===== src/rtl/core/nqse_pkg.sv =====
`default_nettype none

package nqse_pkg;

    // Width of the row and column fields of a result transaction.
    localparam int FIELD_W = 5;

    // Input and output tdata widths, padded to whole bytes.
    localparam int IN_DATA_W  = 8;
    localparam int OUT_DATA_W = 16;

    // Reset value of the board size register.
    localparam logic [FIELD_W-1:0] BOARD_SIZE_RST = 5'd8;

    // Operation applied by the stack cells at a clock edge.
    typedef enum logic [1:0] {
        OP_HOLD = 2'b00,
        OP_PUSH = 2'b01,
        OP_POP  = 2'b10,
        OP_LOAD = 2'b11
    } stack_op_t;

endpackage

`default_nettype wire


===== src/rtl/core/n_queens_solution_enumerator.sv =====
// Operation: a request is taken, then the search steps (a step places a
// queen or backs up one row), then the results follow, held by any m_tready stall.
// A new request is taken only once the block is back in idle; one made after
// exhaustion is answered with the done item without a search.
// Reset: rst_n clears the control state and sets board_size to 8; the stack
// contents are undefined until a search writes them.
`default_nettype none

module n_queens_solution_enumerator
    import nqse_pkg::*;
#(
    parameter int MAX_SIZE = 16
)
(
    input  wire logic                  clk,
    input  wire logic                  rst_n,
    // Configuration write channel: board_size.
    input  wire logic                  cfg_valid,
    output logic                       cfg_ready,
    input  wire logic [FIELD_W-1:0]    cfg_data,
    // Request stream.
    input  wire logic                  s_tvalid,
    output logic                       s_tready,
    input  wire logic [IN_DATA_W-1:0]  s_tdata,   // [0] restart, [7:1] zero
    // Result stream.
    output logic                       m_tvalid,
    input  wire logic                  m_tready,
    output logic [OUT_DATA_W-1:0]      m_tdata,   // [4:0] row, [9:5] column, [15:10] zero
    output logic                       m_tlast,
    output logic                       m_tuser    // [0] done_res
);

    localparam int W     = MAX_SIZE;
    localparam int E_W   = 4 * W;
    localparam int SZ_W  = $clog2(MAX_SIZE + 1);
    localparam int IDX_W = $clog2(MAX_SIZE);

    typedef enum logic [3:0] {
        ST_IDLE   = 4'b0001,
        ST_SEARCH = 4'b0010,
        ST_EMIT   = 4'b0100,
        ST_DONE   = 4'b1000
    } state_t;

    // Binary index of the set bit in a one-hot mask.
    function automatic logic [SZ_W-1:0] onehot_to_bin(input logic [W-1:0] oh);
        logic [SZ_W-1:0] res;
        res = '0;
        for (int i = 0; i < W; i++)
        begin
            if (oh[i])
            begin
                res = res | SZ_W'(i);
            end
        end
        return res;
    endfunction

    // Control registers.
    state_t             state_reg, state_next;
    logic [FIELD_W-1:0] board_size_reg, board_size_next;
    logic [SZ_W-1:0]    row_reg, row_next;
    logic               started_reg, started_next;
    logic               exhausted_reg, exhausted_next;
    logic [IDX_W-1:0]   emit_idx_reg, emit_idx_next;

    // Output register.
    logic               out_valid_reg;
    logic [FIELD_W-1:0] out_row_reg;
    logic [FIELD_W-1:0] out_col_reg;
    logic               out_last_reg;
    logic               out_done_reg;

    logic               out_load;
    logic [FIELD_W-1:0] out_row_val;
    logic [FIELD_W-1:0] out_col_val;
    logic               out_last_val;
    logic               out_done_val;

    // Stack signals.
    stack_op_t          op;
    logic [E_W-1:0]     ent [MAX_SIZE];
    logic [E_W-1:0]     load_val;
    logic [E_W-1:0]     child;
    logic [E_W-1:0]     head_placed;
    logic [W-1:0]       h_cols, h_ld, h_rd, h_q;
    logic [W-1:0]       higher, avail, pick, board_mask;
    logic [SZ_W-1:0]    n_eff;
    logic               fresh;
    logic [W-1:0]       q_sel;

    // Effective board size: zero is treated as one, anything above the
    // maximum as the maximum.
    always_comb
    begin
        if (board_size_reg == '0)
        begin
            n_eff = SZ_W'(1);
        end
        else if (board_size_reg > FIELD_W'(MAX_SIZE))
        begin
            n_eff = SZ_W'(MAX_SIZE);
        end
        else
        begin
            n_eff = board_size_reg[SZ_W-1:0];
        end
    end

    always_comb
    begin
        for (int i = 0; i < W; i++)
        begin
            board_mask[i] = (SZ_W'(i) < n_eff);
        end
    end

    // The head cell always describes the row being searched.
    assign h_cols = ent[0][4*W-1:3*W];
    assign h_ld   = ent[0][3*W-1:2*W];
    assign h_rd   = ent[0][2*W-1:W];
    assign h_q    = ent[0][W-1:0];

    // Only columns beyond the one last tried in this row remain candidates.
    assign higher = (h_q == '0) ? '1 : ~(h_q | (h_q - W'(1)));
    assign avail  = ~(h_cols | h_ld | h_rd) & board_mask & higher;
    assign pick   = avail & (~avail + W'(1));

    // Entry for the row below: the diagonals move one column per row.
    assign child       = {h_cols | pick, (h_ld | pick) << 1, (h_rd | pick) >> 1, {W{1'b0}}};
    assign head_placed = {h_cols, h_ld, h_rd, pick};

    assign fresh = s_tdata[0] || !started_reg;

    // Row r of the current placement sits in cell n - r.
    assign q_sel = ent[emit_idx_reg][W-1:0];

    // Chain of stack cells: a push moves every entry one cell deeper, a pop
    // brings every entry one cell back towards the head.
    for (genvar g = 0; g < MAX_SIZE; g++)
    begin : g_cell
        logic [E_W-1:0] up_w;
        logic [E_W-1:0] down_w;

        if (g == 0)
        begin : g_up_head
            assign up_w = child;
        end
        else if (g == 1)
        begin : g_up_first
            assign up_w = head_placed;
        end
        else
        begin : g_up_rest
            assign up_w = ent[g-1];
        end

        if (g == MAX_SIZE - 1)
        begin : g_down_tail
            assign down_w = '0;
        end
        else
        begin : g_down_rest
            assign down_w = ent[g+1];
        end

        nqse_cell #(
            .W       (W),
            .IS_HEAD (g == 0)
        ) u_cell (
            .clk     (clk),
            .op      (op),
            .up_in   (up_w),
            .down_in (down_w),
            .load_in (load_val),
            .ent_out (ent[g])
        );
    end

    // Sequencer: takes a request, steps the search one placement or one
    // backtrack per cycle, then streams the solution or the done item.
    always_comb
    begin
        state_next      = state_reg;
        board_size_next = board_size_reg;
        row_next        = row_reg;
        started_next    = started_reg;
        exhausted_next  = exhausted_reg;
        emit_idx_next   = emit_idx_reg;
        op              = OP_HOLD;
        load_val        = head_placed;
        out_load        = 1'b0;
        out_row_val     = '0;
        out_col_val     = '0;
        out_last_val    = 1'b0;
        out_done_val    = 1'b0;

        unique case (state_reg)
            ST_IDLE:
            begin
                if (s_tvalid)
                begin
                    started_next = 1'b1;
                    if (fresh)
                    begin
                        exhausted_next = 1'b0;
                        op             = OP_LOAD;
                        load_val       = '0;
                        row_next       = SZ_W'(1);
                        state_next     = ST_SEARCH;
                    end
                    else if (exhausted_reg)
                    begin
                        state_next = ST_DONE;
                    end
                    else
                    begin
                        state_next = ST_SEARCH;
                    end
                end
            end

            ST_SEARCH:
            begin
                if (avail != '0)
                begin
                    if (row_reg == n_eff)
                    begin
                        op            = OP_LOAD;
                        load_val      = head_placed;
                        emit_idx_next = IDX_W'(n_eff - SZ_W'(1));
                        state_next    = ST_EMIT;
                    end
                    else
                    begin
                        op       = OP_PUSH;
                        row_next = row_reg + SZ_W'(1);
                    end
                end
                else if (row_reg == SZ_W'(1))
                begin
                    exhausted_next = 1'b1;
                    state_next     = ST_DONE;
                end
                else
                begin
                    op       = OP_POP;
                    row_next = row_reg - SZ_W'(1);
                end
            end

            ST_EMIT:
            begin
                if (!out_valid_reg || m_tready)
                begin
                    out_load     = 1'b1;
                    out_row_val  = FIELD_W'(n_eff - SZ_W'(emit_idx_reg));
                    out_col_val  = FIELD_W'(onehot_to_bin(q_sel)) + FIELD_W'(1);
                    out_last_val = (emit_idx_reg == '0);
                    if (emit_idx_reg == '0)
                    begin
                        state_next = ST_IDLE;
                    end
                    else
                    begin
                        emit_idx_next = emit_idx_reg - IDX_W'(1);
                    end
                end
            end

            ST_DONE:
            begin
                if (!out_valid_reg || m_tready)
                begin
                    out_load     = 1'b1;
                    out_last_val = 1'b1;
                    out_done_val = 1'b1;
                    state_next   = ST_IDLE;
                end
            end
        endcase

        // A size write makes the next request start anew; a running search goes on.
        if (cfg_valid)
        begin
            board_size_next = cfg_data;
            started_next    = 1'b0;
            exhausted_next  = 1'b0;
        end
    end

    always_ff @(posedge clk or negedge rst_n)
    begin
        if (!rst_n)
        begin
            state_reg      <= ST_IDLE;
            board_size_reg <= BOARD_SIZE_RST;
            row_reg        <= SZ_W'(1);
            started_reg    <= 1'b0;
            exhausted_reg  <= 1'b0;
            emit_idx_reg   <= '0;
            out_valid_reg  <= 1'b0;
        end
        else
        begin
            state_reg      <= state_next;
            board_size_reg <= board_size_next;
            row_reg        <= row_next;
            started_reg    <= started_next;
            exhausted_reg  <= exhausted_next;
            emit_idx_reg   <= emit_idx_next;
            if (out_load)
            begin
                out_valid_reg <= 1'b1;
            end
            else if (m_tready)
            begin
                out_valid_reg <= 1'b0;
            end
        end
    end

    always_ff @(posedge clk)
    begin
        if (out_load)
        begin
            out_row_reg  <= out_row_val;
            out_col_reg  <= out_col_val;
            out_last_reg <= out_last_val;
            out_done_reg <= out_done_val;
        end
    end

    assign cfg_ready = 1'b1;
    assign s_tready  = (state_reg == ST_IDLE);
    assign m_tvalid  = out_valid_reg;
    assign m_tdata   = {{(OUT_DATA_W - 2*FIELD_W){1'b0}}, out_col_reg, out_row_reg};
    assign m_tlast   = out_last_reg;
    assign m_tuser   = out_done_reg;

    // The search row never leaves the board.
    a_row_range: assert property (@(posedge clk) disable iff (!rst_n)
        (state_reg == ST_SEARCH) |-> (row_reg >= SZ_W'(1) && row_reg <= n_eff))
        else $error("search row outside the board");

    // A solution is only streamed once the last row has been filled.
    a_emit_full: assert property (@(posedge clk) disable iff (!rst_n)
        (state_reg == ST_EMIT) |-> (row_reg == n_eff))
        else $error("solution streamed before the last row was placed");

    // The done item ends its response and carries no coordinates.
    a_done_item: assert property (@(posedge clk) disable iff (!rst_n)
        (m_tvalid && m_tuser) |-> (m_tlast && m_tdata == '0))
        else $error("malformed done transaction");

    // Exhaustion can only follow a search that was started.
    a_exhaust: assert property (@(posedge clk) disable iff (!rst_n)
        exhausted_reg |-> started_reg)
        else $error("exhausted without a started search");

endmodule

`default_nettype wire


===== src/rtl/core/nqse_cell.sv =====
`default_nettype none

// One level of the placement stack. An entry holds the column, left diagonal
// and right diagonal attack masks seen by its row, and the one-hot column
// placed (or last tried) in that row.
module nqse_cell
    import nqse_pkg::*;
#(
    parameter int W       = 16,
    parameter bit IS_HEAD = 1'b0
)
(
    input  wire logic           clk,
    input  wire stack_op_t      op,
    input  wire logic [4*W-1:0] up_in,
    input  wire logic [4*W-1:0] down_in,
    input  wire logic [4*W-1:0] load_in,
    output logic      [4*W-1:0] ent_out
);

    logic [4*W-1:0] ent_reg;
    logic [4*W-1:0] ent_next;

    always_comb
    begin
        ent_next = ent_reg;
        unique case (op)
            OP_HOLD: ent_next = ent_reg;
            OP_PUSH: ent_next = up_in;
            OP_POP:  ent_next = down_in;
            OP_LOAD: ent_next = IS_HEAD ? load_in : ent_reg;
        endcase
    end

    always_ff @(posedge clk)
    begin
        ent_reg <= ent_next;
    end

    assign ent_out = ent_reg;

endmodule

`default_nettype wire


===== config.mk =====
export PLATFORM = sky130hd
export DESIGN_NAME = n_queens_solution_enumerator
export DESIGN_NICKNAME = d
export VERILOG_FILES = /design/src/rtl/core/nqse_pkg.sv /design/src/rtl/core/n_queens_solution_enumerator.sv /design/src/rtl/core/nqse_cell.sv
export SDC_FILE = /design/constraint.sdc
export NUM_CORES = 2
export LEC_CHECK = 0
export BUFFER_PORTS_ARGS = -buffer_cell sky130_fd_sc_hd__buf_2
export CORE_UTILIZATION = 60
export CTS_BUF_LIST = sky130_fd_sc_hd__clkbuf_16
export CTS_CLUSTER_SIZE = 24
export DETAILED_ROUTE_END_ITERATION = 8
export HOLD_SLACK_MARGIN = 0.12
export PLACE_DENSITY = 0.84
export SYNTH_ARGS = -nofsm -noshare
export SYNTH_HDL_FRONTEND = slang
export SYNTH_SLANG_ARGS = --single-unit

===== constraint.sdc =====
create_clock -name clk -period 41.8 [get_ports clk]
set_input_delay 4.18 -clock clk [delete_from_list [all_inputs] [get_ports clk]]
set_output_delay 4.18 -clock clk [all_outputs]
set_load 0.005 [all_outputs]

# After elaboration in Yosys (flattened, before gate mapping)
# Cells that the tools add are included.
# Widths: inputs -> output; s select.
[word_totals] input_bits=18 ff_bits=1057 out_inout_bits=21
[op_classes] muxes=84 add_sub_neg=8 eq_ne=28 magnitude_cmp=18 n_reduce_logical=24 n_bitwise=14
[ops] cell="$pmux 64 s2" n=15
[ops] cell="$bmux 64 s4" n=1
[ops] cell="$mux 64" n=3
[ops] cell="$pmux 64 s3" n=1
[ops] cell="$mux 4" n=21
[ops] cell="$or 16x16->16" n=5
[ops] cell="$and 16x16->16" n=3
[ops] cell="$mux 16" n=3
[ops] cell="$not 16->16" n=3
[ops] cell="$mux 5" n=9
[ops] cell="$lt 4x5->1 const A" n=8
[ops] cell="$ne 3x3->1 const B" n=7
[ops] cell="$lt 3x5->1 const A" n=4
[ops] cell="$ne 2x2->1 const B" n=10
[ops] cell="$add 16x1->16 const B" n=1
[ops] cell="$logic_not 16->1" n=1
[ops] cell="$pmux 4 s4" n=1
[ops] cell="$reduce_bool 16->1" n=1
[ops] cell="$sub 16x1->16 const B" n=1
[ops] cell="$or 15x15->15" n=1
[ops] cell="$reduce_and 5->1" n=3
[ops] cell="$mux 1" n=14
[ops] cell="$mux 2" n=7
[ops] cell="$mux 3" n=4
[ops] cell="other kinds (35)" n=49

# Depth between registers and ports, before layout
[logic_depth] word_depth=22 mapped_depth=17 depth_no_buf=12

# Modules after synthesis
# From an unflattened synthesis, not the netlist that was laid out.
[unflattened] cells_unflattened=2999 hier_area_um2=54064.4
[by_module_without_submodules] mod="nqse_cell (g_cell[10].u_cell ...)" area_each_um2=3019.1 n_inst=15 cells_each=138
[by_module_without_submodules] mod="n_queens_solution_enumerator" area_each_um2=5492.8 n_inst=1 cells_each=651
[by_module_without_submodules] mod="nqse_cell (g_cell[0].u_cell)" area_each_um2=3284.4 n_inst=1 cells_each=278

# Least setup slack after synthesis
# No wires, ideal clock.
[synth_path] path_kind="in2reg" startpoint="input s_tdata[0]" endpoint="register g_cell[10].u_cell.ent_reg[0] (enable)" arrival_ps=24419 slack_ps=16037 t_required_ps=40456 stages=5 path_buffers=1 cell_sequence="nor2b_1 or2_2 clkbuf_1 o21ai_0 ha_1"
[synth_between] elab_chain_cells=6 elab_cells_between_ends=7 cone_classes="eq/ne (1); mux (3); reduce/logical (3)"
[synth_lines] element="start: declaration" line_no="n_queens_solution_enumerator.sv:24" rtl="input wire logic [IN_DATA_W-1:0] s_tdata,"
[synth_lines] element="$logic_or 1x1->1 *" line_no="n_queens_solution_enumerator.sv:133" rtl="assign fresh = s_tdata[0] || !started_reg;"
[synth_lines] element="$mux 2 *" line_no="n_queens_solution_enumerator.sv:204" rtl="if (fresh)"
[synth_lines] element="$mux 2 *" line_no="n_queens_solution_enumerator.sv:201" rtl="if (s_tvalid)"
[synth_lines] element="$pmux 2 s2 *" line_no="n_queens_solution_enumerator.sv:198" rtl="unique case (state_reg)"
[synth_lines] element="$eq 2x2->1 or $logic_not 2->1 (tied branches)" line_no="nqse_cell.sv:27" rtl="unique case (op)"
[synth_lines] element="$reduce_or 2->1 (no source line) *"
[synth_lines] element="end signal: assignment" line_no="nqse_cell.sv:37" rtl="ent_reg <= ent_next;"
[synth_lines] element="end: declaration" line_no="nqse_cell.sv:21" rtl="logic [4*W-1:0] ent_reg;"
# Mark *: on every way between the ends. The rest lies on a longest branch, timed or not.
# A chain may end at the register's enable or synchronous reset.

# Final worst setup path
[layout_path] startpoint="input s_tdata[0]" endpoint="register g_cell[11].u_cell.ent_reg[0] (enable)"
[layout_between] elab_chain_cells=6 elab_cells_between_ends=7 cone_classes="eq/ne (1); mux (3); reduce/logical (3)"
[layout_lines] element="$logic_or 1x1->1 *" line_no="n_queens_solution_enumerator.sv:133"
[layout_lines] element="$mux 2 *" line_no="n_queens_solution_enumerator.sv:204"
[layout_lines] element="$mux 2 *" line_no="n_queens_solution_enumerator.sv:201"
[layout_lines] element="$pmux 2 s2 *" line_no="n_queens_solution_enumerator.sv:198"
[layout_lines] element="$eq 2x2->1 or $logic_not 2->1 (tied branches)" line_no="nqse_cell.sv:27"
[layout_lines] element="$reduce_or 2->1 (no source line) *"
[layout_lines] element="end signal: assignment" line_no="nqse_cell.sv:37"
[layout_lines] element="end: declaration" line_no="nqse_cell.sv:21"
# Marked as above.

==> flow_metrics.tcl <==
set metrics [dict create \
    grt_max_degree 216 \
    clkTransAtPathRegs_ns 0.06 \
    diodes 0 \
    cap_violations 0 \
    io_buffers 24 \
    cp-start-kind "primary input" \
    worstPathArrival_ns 9.24 \
    wl_per_cell_um 22.0 \
    report.final.slew_viol_count 0 \
    vias 24753 \
    clk_path_buf_depth 3 \
    hold_buffers 0 \
    setup_tns_ns 0 \
    clk_latency_ns 0.67 \
    hold_class "reg2reg" \
    cts_setup_buffers 0 \
    area_growth_pct 9.59 \
    syn_area_mm2 0.0476 \
    timing.slew.headroom_pct 11.2 \
    grt_pass1_wl_um 141000 \
    drc_errors 0 \
    path_max_fanout 199 \
    fin_crit_ns 8.96 \
    synth_edf_count 1036 \
    wl_um 87200 \
    tightest_slew_ns 1.33 \
    synth_cell_type_count 87 \
    start_util_pct 61.1 \
    grt_pass1_vias 25701 \
    die_y_um 284 \
    routabilityCongestion 0.832 \
    synth_warnings 0 \
    cts_tree "done" \
    grt_setup_unrepaired "false" \
    status "finished clean" \
    cts_resized 0 \
    cts_buffers 105 \
    ios 39 \
    hold_viol 0 \
    ys_async_sr_fraction_pct 1.99 \
    via_per_inst 6.26 \
    fmax_mhz 112 \
    layout.nets 2855 \
    antenna_found_initial 0 \
    cts-htree-levels 3 \
    post-dp-hpwl_um 50600 \
    criticalPathCategory "in2reg" \
    synth_area_per_cell_um2 16.8 \
    seq_area_frac_synth_pct 66.4 \
    grt.total_usage_pct 21.7 \
    critPathRequiredTime_ns 42.08 \
    worstSetupEndpointType "flip-flop" \
    cts_root_buffer "clkbuf_16" \
    drt_iter0_drc 2602 \
    ys_seq_elements 1057 \
    grt-ovfl-total 0 \
    die_area_mm2 0.0805 \
    clock_skew_ns 0.0315 \
    cts_num_sinks 1057 \
    dominantRegCellSynth "edfxtp_1" \
    finalCritPeriodShare_pct 21.4 \
    final-setup-viol-count 0 \
    die_w_um 284 \
    drive_gt1_share_pct 40.6 \
    firstDrtPassIters 5 \
    row_count 102 \
    largest_reg_flops 1024 \
    final_antenna_net_count 0 \
    core_mm2 0.0780 \
    synthCells 2829 \
]
[placed cells by master (no fill, tap or decap), drive strengths merged, types with 4 or more instances in the layout]
master	Yosys	routed
a21o	4	4
a21oi	82	82
a221oi	22	22
a22oi	22	22
a31oi	4	4
and2	5	5
and3	9	9
buf	33	53
bufinv	0	13
clkbuf	138	108
clkinv	1	52
clkinvlp	0	6
conb	2	7
dfrtp	18	18
edfxtp	1036	1036
ha	13	13
inv	19	41
mux2	895	895
mux2i	42	42
mux4	42	42
nand2	45	45
nand2b	15	15
nand3	14	14
nand4	9	9
nor2	96	96
nor2b	69	69
nor3	44	44
nor4	13	13
o211ai	7	7
o21ai	37	37
o31ai	9	9
or2	4	4
or3	7	7
or4	5	5
xnor2	4	4
xor2	5	5
[Yosys cell counts (3+ instances only)]
library cell	instances	area (µm²)
a21o_1	4	30.0
a21oi_1	82	410
a221o_1	3	30.0
a221oi_1	22	193
a22oi_1	22	165
a31oi_1	3	18.8
and2_1	4	25.0
and3_1	7	43.8
buf_1	5	18.8
buf_2	18	90.1
buf_4	10	75.1
clkbuf_1	138	518
dfrtp_1	18	450
dfstp_2	3	78.8
edfxtp_1	1036	31100
ha_1	13	163
inv_1	19	71.3
mux2_2	895	10100
mux2i_1	42	420
mux4_2	42	946
nand2_1	45	169
nand2b_1	15	93.8
nand3_1	13	65.1
nand3b_1	3	22.5
nand4_1	7	43.8
nor2_1	96	360
nor2b_1	69	432
nor3_1	42	210
nor4_1	11	68.8
o211ai_1	6	45.0
o21a_1	3	22.5
o21ai_0	36	180
o22ai_1	3	18.8
o31ai_1	8	60.1
or2_2	4	25.0
or3_1	6	37.5
or4_1	4	30.0
xnor2_1	4	35.0
xor2_1	5	43.8
[worst paths after layout]
kind                                         from  cells after the start  slack, ns                            to
max in group asynchronous                   rst_n                      1      37.89               emit_idx_reg[0]
worst min register to register        started_reg                      2       0.51                   started_reg
worst max-delay path                   s_tdata[0]                      8      32.84  g_cell[11].u_cell.ent_out[0]
worst min-delay path                  started_reg                      2       0.51                   started_reg
min in group asynchronous                   rst_n                      1       3.49             board_size_reg[2]
worst max register to register  board_size_reg[4]                     13      33.61  g_cell[11].u_cell.ent_out[0]
[worst max-delay path: stages]
cell	delay, ns
buf_2	0.11
nor2b_1	0.22
or2_2	0.23
o21ai_0	0.34
ha_4	1.09
buf_12	0.68
buf_4	0.98
buf_4	0.92
[layer usage]
layer | global-route usage, % | wire, µm | up-vias | share of wire (%)
li1 | - | - | 11118 | -
met1 | 29.9 | 36500 | 12621 | 42
met2 | 36.0 | 43200 | 846 | 50
met3 | 3.31 | 5330 | 168 | 6.1
met4 | 6.35 | 2160 | 0 | 2.5
met5 | 0 | 0 | - | 0
[per-stage QoR]
| step | worst slack [ns] | instances | hold WS, ns | area (µm²) | utilization, % |
|---|---|---|---|---|---|
| 3_3_place_gp | 32.59 | 3756 | 0.476 | 48700 | 62.4 |
| 2_1_floorplan | 16.04 | 2834 | 0.455 | 47600 | - |
| 4_1_cts | 32.98 | 3956 | 0.503 | 52200 | 66.9 |
| 5_1_grt | 32.54 | 3956 | 0.562 | 52200 | 66.9 |
| 3_5_place_dp | 32.25 | 3756 | 0.487 | 48700 | 62.4 |
| 6_report | 32.84 | 3956 | 0.510 | 52200 | 66.9 |
[final cells by class]
class                           count  area [µm²]
Sequential cell                  1057       31600
Inverter                           20        75.1
Fill cell                        4821       25800
Clock buffer                      108        2700
Clock inverter                     92         800
Multi-Input combinational cell   1586       15300
Timing Repair Buffer               53         388
Tap cell                         1040        1300
[cells by family (layout without fill, tap and decap cells)]
| kind of cell | Yosys count | count (layout) | synth area share (%) |
|---|---|---|---|
| adders and majority gates | 14 | 14 | 0.384 |
| muxes | 979 | 979 | 24.0 |
| xor gates and xnor gates | 9 | 9 | 0.166 |
| AOI/OAI and AO/OA | 226 | 226 | 3.24 |
| other | 2 | 7 | 0.0158 |
| and+or+nand+nor | 351 | 351 | 4.08 |
| buffers and inverters | 191 | 273 | 1.63 |
| DFF | 1057 | 1057 | 66.4 |
Power is left out: the tool's default activity adds up to more than one toggle a clock period on the data nets, which glitch-free logic cannot reach.
